### src/hw/rtl/spbt_pkg.sv
`timescale 1ns / 1ps

package spbt_pkg;

    localparam int SLOT_COUNT = 4;

    // input item kinds
    localparam logic [1:0] KIND_POLL   = 2'd0;
    localparam logic [1:0] KIND_STATUS = 2'd1;
    localparam logic [1:0] KIND_RESET  = 2'd2;

    // register indexes (paddr[4:2])
    localparam logic [2:0] REG_INTERVAL = 3'd0;
    localparam logic [2:0] REG_CAP      = 3'd1;
    localparam logic [2:0] REG_GRACE    = 3'd2;
    localparam logic [2:0] REG_ENABLE   = 3'd3;
    localparam logic [2:0] REG_ACTIVE   = 3'd4;

    localparam logic [23:0] INTERVAL_RST = 24'd30000;
    localparam logic [23:0] CAP_RST      = 24'd60000;
    localparam logic [7:0]  GRACE_RST    = 8'd2;

    // divide by three: floor(x * RECIP3 / 2^RECIP_SHIFT) is exact for x < 2^17
    localparam logic [15:0] RECIP3      = 16'd43691;
    localparam int          RECIP_SHIFT = 17;

    typedef enum logic [2:0] {
        S_IDLE,
        S_PROD,
        S_APPLY,
        S_SUM,
        S_SCALE,
        S_OUT
    } state_t;

    typedef struct packed {
        logic load_in;
        logic calc;
        logic apply;
        logic sum;
        logic scale;
        logic load_out;
    } dp_cmd_t;

    typedef struct packed {
        logic out_free;
    } dp_sts_t;

endpackage

### src/hw/rtl/sensor_poll_backoff_tracker_core.sv
`timescale 1ns / 1ps
// A result beat is offered once the controller has walked its input beat through
// fetch, back-off product, slot update, slot sum, divide and output load; output
// load waits only while the receiver still stalls the previous result beat.
// The controller takes one item at a time: no new item is accepted until output load.
// Output register lets the next item be accepted while a result waits.
// Reset (rst_n, async, active low) clears all slot state and restores config.

module sensor_poll_backoff_tracker_core
    import spbt_pkg::*;
(
    input  logic                  clk,
    input  logic                  rst_n,
    // config port
    input  logic                  psel,
    input  logic                  penable,
    input  logic                  pwrite,
    input  logic [4:0]            paddr,
    input  logic [31:0]           pwdata,
    output logic [31:0]           prdata,
    output logic                  pready,
    // input channel
    input  logic                  in_valid,
    output logic                  in_stall,
    input  logic [1:0]            kind,
    input  logic [1:0]            slot,
    input  logic                  fetch_ok,
    input  logic signed [15:0]    temperature_in,
    input  logic signed [15:0]    humidity_in,
    input  logic [31:0]           now_ms,
    // result channel
    output logic                  out_valid,
    input  logic                  out_stall,
    output logic [SLOT_COUNT-1:0] due_mask,
    output logic [SLOT_COUNT-1:0] valid_mask,
    output logic [7:0]            slot_failures,
    output logic [23:0]           retry_delay_ms,
    output logic                  average_ok,
    output logic signed [15:0]    average_temperature,
    output logic [9:0]            average_humidity
);

    dp_cmd_t cmd;
    dp_sts_t sts;
    logic    cfg_we;

    // zero-wait port: write lands on the access cycle
    assign pready = 1'b1;
    assign cfg_we = psel && penable && pwrite;

    spbt_ctrl u_ctrl (
        .clk      (clk),
        .rst_n    (rst_n),
        .in_valid (in_valid),
        .in_stall (in_stall),
        .sts      (sts),
        .cmd      (cmd)
    );

    // datapath: config regs, slot state, back-off math, averaging, output beat
    spbt_dp u_dp (
        .clk                 (clk),
        .rst_n               (rst_n),
        .cfg_we              (cfg_we),
        .cfg_idx             (paddr[4:2]),
        .cfg_wdata           (pwdata),
        .cfg_rdata           (prdata),
        .kind                (kind),
        .slot                (slot),
        .fetch_ok            (fetch_ok),
        .temperature_in      (temperature_in),
        .humidity_in         (humidity_in),
        .now_ms              (now_ms),
        .out_stall           (out_stall),
        .out_valid           (out_valid),
        .due_mask            (due_mask),
        .valid_mask          (valid_mask),
        .slot_failures       (slot_failures),
        .retry_delay_ms      (retry_delay_ms),
        .average_ok          (average_ok),
        .average_temperature (average_temperature),
        .average_humidity    (average_humidity),
        .cmd                 (cmd),
        .sts                 (sts)
    );

endmodule

### src/hw/rtl/spbt_ctrl.sv
`timescale 1ns / 1ps

module spbt_ctrl
    import spbt_pkg::*;
(
    input  logic    clk,
    input  logic    rst_n,
    input  logic    in_valid,
    output logic    in_stall,
    input  dp_sts_t sts,
    output dp_cmd_t cmd
);

    state_t state_reg;
    state_t state_next;

    always_ff @(posedge clk or negedge rst_n)
    begin
        if (!rst_n)
        begin
            state_reg <= S_IDLE;
        end
        else
        begin
            state_reg <= state_next;
        end
    end

    always_comb
    begin
        state_next = state_reg;
        unique case (state_reg)
            S_IDLE:
            begin
                if (in_valid)
                begin
                    state_next = S_PROD;
                end
            end
            S_PROD:  state_next = S_APPLY;
            S_APPLY: state_next = S_SUM;
            S_SUM:   state_next = S_SCALE;
            S_SCALE: state_next = S_OUT;
            S_OUT:
            begin
                if (sts.out_free)
                begin
                    state_next = S_IDLE;
                end
            end
            default: state_next = S_IDLE;
        endcase
    end

    always_comb
    begin
        cmd      = '0;
        in_stall = 1'b1;
        unique case (state_reg)
            S_IDLE:
            begin
                in_stall    = 1'b0;
                cmd.load_in = in_valid;
            end
            S_PROD:  cmd.calc  = 1'b1;
            S_APPLY: cmd.apply = 1'b1;
            S_SUM:   cmd.sum   = 1'b1;
            S_SCALE: cmd.scale = 1'b1;
            S_OUT:   cmd.load_out = sts.out_free;
            default: in_stall = 1'b1;
        endcase
    end

    a_accept_starts: assert property (@(posedge clk) disable iff (!rst_n)
        (in_valid && !in_stall) |=> (state_reg == S_PROD))
        else $error("accepted beat did not start processing");

    a_load_when_free: assert property (@(posedge clk) disable iff (!rst_n)
        cmd.load_out |-> sts.out_free)
        else $error("result loaded over an untaken beat");

    a_busy_stalls: assert property (@(posedge clk) disable iff (!rst_n)
        (state_reg != S_IDLE) |-> in_stall)
        else $error("input open while busy");

    a_apply_then_sum: assert property (@(posedge clk) disable iff (!rst_n)
        cmd.apply |=> cmd.sum)
        else $error("sum did not follow slot update");

endmodule

### src/hw/rtl/spbt_dp.sv
`timescale 1ns / 1ps

module spbt_dp
    import spbt_pkg::*;
(
    input  logic                  clk,
    input  logic                  rst_n,
    input  logic                  cfg_we,
    input  logic [2:0]            cfg_idx,
    input  logic [31:0]           cfg_wdata,
    output logic [31:0]           cfg_rdata,
    input  logic [1:0]            kind,
    input  logic [1:0]            slot,
    input  logic                  fetch_ok,
    input  logic signed [15:0]    temperature_in,
    input  logic signed [15:0]    humidity_in,
    input  logic [31:0]           now_ms,
    input  logic                  out_stall,
    output logic                  out_valid,
    output logic [SLOT_COUNT-1:0] due_mask,
    output logic [SLOT_COUNT-1:0] valid_mask,
    output logic [7:0]            slot_failures,
    output logic [23:0]           retry_delay_ms,
    output logic                  average_ok,
    output logic signed [15:0]    average_temperature,
    output logic [9:0]            average_humidity,
    input  dp_cmd_t               cmd,
    output dp_sts_t               sts
);

    // config
    logic [23:0]           interval_reg;
    logic [23:0]           cap_reg;
    logic [7:0]            grace_reg;
    logic [SLOT_COUNT-1:0] en_reg;
    logic [SLOT_COUNT-1:0] act_reg;

    // per-slot state
    logic [31:0]        npt_reg  [SLOT_COUNT];
    logic [7:0]         fail_reg [SLOT_COUNT];
    logic [SLOT_COUNT-1:0] vld_reg;
    logic signed [15:0] st_t_reg [SLOT_COUNT];
    logic [9:0]         st_h_reg [SLOT_COUNT];

    // captured beat
    logic [1:0]         kind_reg;
    logic [1:0]         slot_reg;
    logic               ok_reg;
    logic signed [15:0] t_reg;
    logic signed [15:0] h_reg;
    logic [31:0]        now_reg;

    // work registers
    logic        plaus_reg;
    logic [7:0]  fail_new_reg;
    logic [31:0] prod_reg;
    logic [23:0] delay_reg;
    logic [SLOT_COUNT-1:0] due_reg;
    logic [SLOT_COUNT-1:0] vmask_reg;
    logic [7:0]  sfail_reg;
    logic [2:0]  cnt_reg;
    logic        neg_t_reg;
    logic [17:0] abs_t_reg;
    logic [11:0] sum_h_reg;
    logic [17:0] qt_reg;
    logic [11:0] qh_reg;

    // output register
    logic                  out_valid_reg;
    logic [SLOT_COUNT-1:0] due_out_reg;
    logic [SLOT_COUNT-1:0] vld_out_reg;
    logic [7:0]            sfail_out_reg;
    logic [23:0]           delay_out_reg;
    logic                  avg_ok_reg;
    logic signed [15:0]    avg_t_reg;
    logic [9:0]            avg_h_reg;

    logic                  slot_ok;
    logic                  poll_hit;
    logic [7:0]            fail_cur;
    logic [7:0]            fail_inc;
    logic                  plaus;
    logic [23:0]           fail_delay;
    logic [SLOT_COUNT-1:0] en_new;
    logic [SLOT_COUNT-1:0] due_c;
    logic signed [17:0]    sum_t_c;
    logic [11:0]           sum_h_c;
    logic [2:0]            cnt_c;
    logic [33:0]           q3_t;
    logic [27:0]           q3_h;
    logic [17:0]           qt_c;
    logic [11:0]           qh_c;
    logic [17:0]           avg_t_full;

    assign slot_ok  = ({1'b0, slot_reg} < 3'(SLOT_COUNT));
    assign poll_hit = slot_ok && (kind_reg == KIND_POLL) && en_reg[slot_reg];
    assign fail_cur = fail_reg[slot_reg];
    assign fail_inc = (fail_cur == 8'hFF) ? fail_cur : fail_cur + 8'd1;
    assign plaus    = ok_reg && (t_reg > -16'sd1000) && (h_reg > 16'sd0)
                      && (h_reg <= 16'sd1000);
    assign fail_delay = (prod_reg < {8'd0, cap_reg}) ? prod_reg[23:0] : cap_reg;
    assign en_new   = cfg_wdata[SLOT_COUNT-1:0];

    always_ff @(posedge clk)
    begin
        if (cmd.load_in)
        begin
            kind_reg <= kind;
            slot_reg <= slot;
            ok_reg   <= fetch_ok;
            t_reg    <= temperature_in;
            h_reg    <= humidity_in;
            now_reg  <= now_ms;
        end
        if (cmd.calc)
        begin
            plaus_reg    <= plaus;
            fail_new_reg <= fail_inc;
            prod_reg     <= 32'(interval_reg) * 32'(fail_inc);
        end
    end

    // config registers and slot state
    always_ff @(posedge clk or negedge rst_n)
    begin
        if (!rst_n)
        begin
            interval_reg <= INTERVAL_RST;
            cap_reg      <= CAP_RST;
            grace_reg    <= GRACE_RST;
            en_reg       <= '0;
            act_reg      <= '1;
            vld_reg      <= '0;
            delay_reg    <= '0;
            for (int s = 0; s < SLOT_COUNT; s++)
            begin
                npt_reg[s]  <= '0;
                fail_reg[s] <= '0;
                st_t_reg[s] <= '0;
                st_h_reg[s] <= '0;
            end
        end
        else
        begin
            if (cfg_we)
            begin
                unique case (cfg_idx)
                    REG_INTERVAL: interval_reg <= cfg_wdata[23:0];
                    REG_CAP:      cap_reg      <= cfg_wdata[23:0];
                    REG_GRACE:    grace_reg    <= cfg_wdata[7:0];
                    REG_ENABLE:
                    begin
                        for (int s = 0; s < SLOT_COUNT; s++)
                        begin
                            if (en_reg[s] && !en_new[s])
                            begin
                                vld_reg[s]  <= 1'b0;
                                fail_reg[s] <= '0;
                            end
                            else if (!en_reg[s] && en_new[s])
                            begin
                                npt_reg[s] <= '0;
                            end
                        end
                        en_reg <= en_new;
                    end
                    REG_ACTIVE:   act_reg <= cfg_wdata[SLOT_COUNT-1:0];
                    default:      ;
                endcase
            end
            if (cmd.apply)
            begin
                delay_reg <= '0;
                if (poll_hit)
                begin
                    if (plaus_reg)
                    begin
                        st_t_reg[slot_reg] <= t_reg;
                        st_h_reg[slot_reg] <= h_reg[9:0];
                        vld_reg[slot_reg]  <= 1'b1;
                        fail_reg[slot_reg] <= '0;
                        delay_reg          <= interval_reg;
                        npt_reg[slot_reg]  <= now_reg + {8'd0, interval_reg};
                    end
                    else
                    begin
                        fail_reg[slot_reg] <= fail_new_reg;
                        if (fail_new_reg > grace_reg)
                        begin
                            vld_reg[slot_reg] <= 1'b0;
                        end
                        delay_reg         <= fail_delay;
                        npt_reg[slot_reg] <= now_reg + {8'd0, fail_delay};
                    end
                end
                else if (slot_ok && (kind_reg == KIND_RESET))
                begin
                    npt_reg[slot_reg]  <= '0;
                    fail_reg[slot_reg] <= '0;
                    vld_reg[slot_reg]  <= 1'b0;
                    st_t_reg[slot_reg] <= '0;
                    st_h_reg[slot_reg] <= '0;
                end
            end
        end
    end

    always_comb
    begin
        sum_t_c = '0;
        sum_h_c = '0;
        cnt_c   = '0;
        for (int s = 0; s < SLOT_COUNT; s++)
        begin
            due_c[s] = en_reg[s] && (now_reg >= npt_reg[s]);
            if (en_reg[s] && act_reg[s] && vld_reg[s])
            begin
                sum_t_c = sum_t_c + {{2{st_t_reg[s][15]}}, st_t_reg[s]};
                sum_h_c = sum_h_c + {2'd0, st_h_reg[s]};
                cnt_c   = cnt_c + 3'd1;
            end
        end
    end

    always_ff @(posedge clk)
    begin
        if (cmd.sum)
        begin
            due_reg   <= due_c;
            vmask_reg <= vld_reg;
            sfail_reg <= slot_ok ? fail_reg[slot_reg] : 8'd0;
            cnt_reg   <= cnt_c;
            neg_t_reg <= sum_t_c[17];
            abs_t_reg <= sum_t_c[17] ? 18'(-sum_t_c) : 18'(sum_t_c);
            sum_h_reg <= sum_h_c;
        end
        if (cmd.scale)
        begin
            qt_reg <= qt_c;
            qh_reg <= qh_c;
        end
    end

    // divide by contributing count
    assign q3_t = 34'(abs_t_reg) * 34'(RECIP3);
    assign q3_h = 28'(sum_h_reg) * 28'(RECIP3);

    always_comb
    begin
        case (cnt_reg)
            3'd2:
            begin
                qt_c = abs_t_reg >> 1;
                qh_c = sum_h_reg >> 1;
            end
            3'd3:
            begin
                qt_c = 18'(q3_t >> RECIP_SHIFT);
                qh_c = 12'(q3_h >> RECIP_SHIFT);
            end
            3'd4:
            begin
                qt_c = abs_t_reg >> 2;
                qh_c = sum_h_reg >> 2;
            end
            default:
            begin
                qt_c = abs_t_reg;
                qh_c = sum_h_reg;
            end
        endcase
    end

    assign avg_t_full = neg_t_reg ? 18'(-qt_reg) : qt_reg;
    assign sts.out_free = !out_valid_reg || !out_stall;

    always_ff @(posedge clk or negedge rst_n)
    begin
        if (!rst_n)
        begin
            out_valid_reg <= 1'b0;
        end
        else if (cmd.load_out)
        begin
            out_valid_reg <= 1'b1;
        end
        else if (!out_stall)
        begin
            out_valid_reg <= 1'b0;
        end
    end

    always_ff @(posedge clk)
    begin
        if (cmd.load_out)
        begin
            due_out_reg   <= due_reg;
            vld_out_reg   <= vmask_reg;
            sfail_out_reg <= sfail_reg;
            delay_out_reg <= delay_reg;
            avg_ok_reg    <= (cnt_reg != 3'd0);
            avg_t_reg     <= (cnt_reg != 3'd0) ? avg_t_full[15:0] : 16'sd0;
            avg_h_reg     <= (cnt_reg != 3'd0) ? qh_reg[9:0] : 10'd0;
        end
    end

    always_comb
    begin
        unique case (cfg_idx)
            REG_INTERVAL: cfg_rdata = {8'd0, interval_reg};
            REG_CAP:      cfg_rdata = {8'd0, cap_reg};
            REG_GRACE:    cfg_rdata = {24'd0, grace_reg};
            REG_ENABLE:   cfg_rdata = 32'(en_reg);
            REG_ACTIVE:   cfg_rdata = 32'(act_reg);
            default:      cfg_rdata = '0;
        endcase
    end

    assign out_valid           = out_valid_reg;
    assign due_mask            = due_out_reg;
    assign valid_mask          = vld_out_reg;
    assign slot_failures       = sfail_out_reg;
    assign retry_delay_ms      = delay_out_reg;
    assign average_ok          = avg_ok_reg;
    assign average_temperature = avg_t_reg;
    assign average_humidity    = avg_h_reg;

    a_cnt_range: assert property (@(posedge clk) disable iff (!rst_n)
        cmd.scale |-> (cnt_reg <= 3'(SLOT_COUNT)))
        else $error("contributor count out of range");

    a_fail_clears_on_good: assert property (@(posedge clk) disable iff (!rst_n)
        (cmd.apply && poll_hit && plaus_reg) |=> (fail_reg[slot_reg] == 8'd0))
        else $error("good poll left failures set");

    a_out_held: assert property (@(posedge clk) disable iff (!rst_n)
        (out_valid_reg && out_stall) |=> (out_valid_reg && $stable(delay_out_reg)))
        else $error("stalled result beat changed");

endmodule

### config.mk
export PLATFORM = sky130hd
export DESIGN_NAME = sensor_poll_backoff_tracker_core
export DESIGN_NICKNAME = d
export VERILOG_FILES = /design/src/hw/rtl/spbt_pkg.sv /design/src/hw/rtl/sensor_poll_backoff_tracker_core.sv /design/src/hw/rtl/spbt_ctrl.sv /design/src/hw/rtl/spbt_dp.sv
export SDC_FILE = /design/constraint.sdc
export NUM_CORES = 2
export LEC_CHECK = 0
export BUFFER_PORTS_ARGS = -buffer_cell sky130_fd_sc_hd__buf_4
export CORE_MARGIN = 2
export CORE_UTILIZATION = 35
export CTS_BUF_LIST = sky130_fd_sc_hd__clkbuf_8 sky130_fd_sc_hd__clkbuf_16
export CTS_CLUSTER_SIZE = 8
export DETAILED_ROUTE_END_ITERATION = 8
export GPL_TIMING_DRIVEN = 0
export PLACE_DENSITY = 0.53
export REMOVE_ABC_BUFFERS = 1
export SLEW_MARGIN = 20
export SYNTH_ARGS = -nofsm -noshare
export SYNTH_HDL_FRONTEND = slang
export SYNTH_SLANG_ARGS = --single-unit
### constraint.sdc
create_clock -name clk -period 17.9 [get_ports clk]
set_clock_uncertainty 0.15 [all_clocks]
set_input_delay 1.79 -clock clk [delete_from_list [all_inputs] [get_ports clk]]
set_output_delay 1.79 -clock clk [all_outputs]
set_load 0.01 [all_outputs]
==> out/qor.yml <==
status:
  status: "completed"
logic_synthesis:
  synth_cell_types: 88
  synth_top_cell_area_share_pct: 17.5
  synth_edf_count: 253
  yosys_warnings: 0
  synth.most_common_cell: "inv_1"
  synthTopCellsByCount: "607 x inv_1, 547 x ha_1, 536 x nand2_1"
  synth_top_area_cell: "dfrtp_1"
  postSynthAreaPerCell_sq_um: 9.72
  synth_cells: 5028
  synth_area_leaders: "dfrtp_1 17%, edfxtp_1 16%, ha_1 14%"
  yosysSeqAreaShare_pct: 34.0
  ys.flop_type: "dfrtp_1"
  postSynth.asyncResetShare_pct: 58.7
  synth_seq_cells: 613
  syn_area_sq_um: 48900
sta:
  min_period_over_period_pct: 47.7
  max_slew_margin_pct: 29.8
  fin_tns_setup_ps: 0
  hold_viol_final: 0
  fmax_mhz: 117
  tightest_slew_ps: 1050
  post-route-min-period_ps: 8540
  finalSetupViolCount: 0
  maxSlewViolCount: 0
  rsz0062_at_grt: "no"
  setup_slack_ps: 9360
placement:
  place_congestion: 0.934
  pre_cts_slack_ps: 9330
  dpl.hpwl_um: 113000
  dpl_cell_area_sq_um: 53400
  portBuffers: 195
pwr:
  p_int_mw: 6.54
  finalPower_mw: 12.4
  switchingPower_mw: 5.81
  p_comb_share_pct: 66.5
  p_clk_share_pct: 13.3
  swShare_pct: 47.1
  peakVddDrop_uv: 487
  leakage_nw: 25.5
  powerDensity_nw_per_um2: 220
  power_frac_seq_pct: 20.2
drt:
  first_pass_iters: 7
  vias: 37200
  ant_nets: 0
  drt_first_iter_violations: 2293
  routed_via_density: 5.23
  wl_um: 145000
  drc: 0
  wire_per_inst_um: 20.4
cells_and_area:
  largest_reg_flops: 128
  layout-drive-gt1-share_pct: 9.91
  final_nets: 6113
  fin_area_sq_um: 56100
  syn_to_final_growth_pct: 14.8
clock_tree:
  clk_latency_ps: 710
  clockBufferDepth: 3
  cts_tree: "built"
  cts_resized: 0
  cts_root_buf: "clkbuf_16"
  cts_made_buffers: 90
  holdBufCountCts: 0
  htreeDepth: 3
  post_cts_buffers: 0
  cts_sinks: 613
  path_clk_slew_ps: 60
floorplanning:
  fp.dieH_um: 378
  pin_count: 215
  die_w_um: 378
  start_util_pct: 35.2
  rows: 137
  die-area_sq_um: 143000
  core_area_sq_um: 139000
worst_setup_path:
  cp-end-kind: "flip-flop"
  start_kind: "flip-flop"
  critPathBufInv: 0
  rrSetupSlack_ps: 9360
  crit_arrival_ps: 8840
  cp.depth: 31
  crit_slowest_cell: "dfrtp_1"
  cp.required_ps: 18200
  reg2reg_depth: 31
  path_class: "flip-flop to flip-flop"
  critPathMaxStageDelay_ps: 830
  cp_max_fo: 29
  crit_family: "compound AO/OA/AOI/OAI gates"
global_route:
  grt_pass1_vias: 38300
  grtUsageTotal_pct: 20.6
  grt_max_degree: 88
  grt_first_pass_wirelength_um: 227000
  grt-ovfl-total: 0
  antenna_found_initial: 19
min_path:
  hp-class: "flip-flop to flip-flop"
  hold_path_depth: 0
flow_run:
  max_cap_viol_count: 0
==> metrics by stage <==
step	hold slack, ps	utilization (%)	cells
6_report	265	40.4	7117
5_1_grt	275	40.4	7115
4_1_cts	268	40.4	7115
3_5_place_dp	256	38.4	6958
3_3_place_gp	252	37.3	6890
2_1_floorplan	250	-	4819
==> worst paths after layout <==
path,from,end
min reg2reg,u_dp.sfail_reg[3],u_dp.slot_failures[3]
max reg2reg,u_dp.en_reg[0],u_dp.abs_t_reg[14]
min,u_dp.sfail_reg[3],u_dp.slot_failures[3]
max in group asynchronous,rst_n,u_dp.st_t_reg[28]
min in group asynchronous,rst_n,u_dp.interval_reg[23]
max,u_dp.en_reg[0],u_dp.abs_t_reg[14]
==> cell usage in the layout (no fill, tap or decap), types with 74 or more instances in the layout <==
| master | Yosys | routed |
|---|---|---|
| nor2b_1 | 112 | 110 |
| a21o_1 | 122 | 122 |
| fa_1 | 279 | 279 |
| buf_4 | 9 | 210 |
| o21ai_0 | 384 | 384 |
| nand3_1 | 76 | 74 |
| a21oi_1 | 241 | 237 |
| inv_1 | 607 | 658 |
| xnor2_1 | 128 | 126 |
| ha_1 | 547 | 547 |
| clkbuf_16 | 0 | 92 |
| nand2_1 | 536 | 535 |
| dfrtp_1 | 341 | 341 |
| edfxtp_1 | 253 | 253 |
| nor2_1 | 202 | 195 |
==> layout make-up <==
cell class                      instances  area [sq um]
Clock buffer                           97          2370
Fill cell                           13700         82900
Timing Repair Buffer                  263          2700
Clock inverter                         60           352
Tap cell                             1876          2350
Inverter                              608          2280
Sequential cell                       613         16600
Antenna cell                            2          5.00
Multi-Input combinational cell       3598         29400
==> power groups by stage <==
stage               registers, mW  logic [mW]  clock network, mW
detailed placement           2.52        8.21                  0
floorplan                    2.35        6.02                  0
global placement             2.54        7.95                  0
CTS                          2.50        8.31               1.70
global route                 2.55        9.46               1.75
finish                       2.50        8.21               1.64
==> routing by layer <==
layer	part of all wire, %	global-route usage, %
met1	43	26.0
met2	49	35.8
met3	4.9	3.89
met4	3.0	6.17
met5	0.072	0
==> kinds of logic after synthesis <==
| logic type | Yosys count | synth area share, % |
|---|---|---|
| buf+inv | 824 | 6.42 |
| simple gates | 1255 | 12.2 |
| other cells | 2 | 0.0154 |
| flops | 613 | 34.0 |
| xor+xnor | 189 | 3.42 |
| fa+ha+maj | 828 | 25.5 |
| mux | 83 | 2.05 |
| compound gates | 1234 | 16.4 |
No activity file was read; power rests on OpenSTA's default activity.
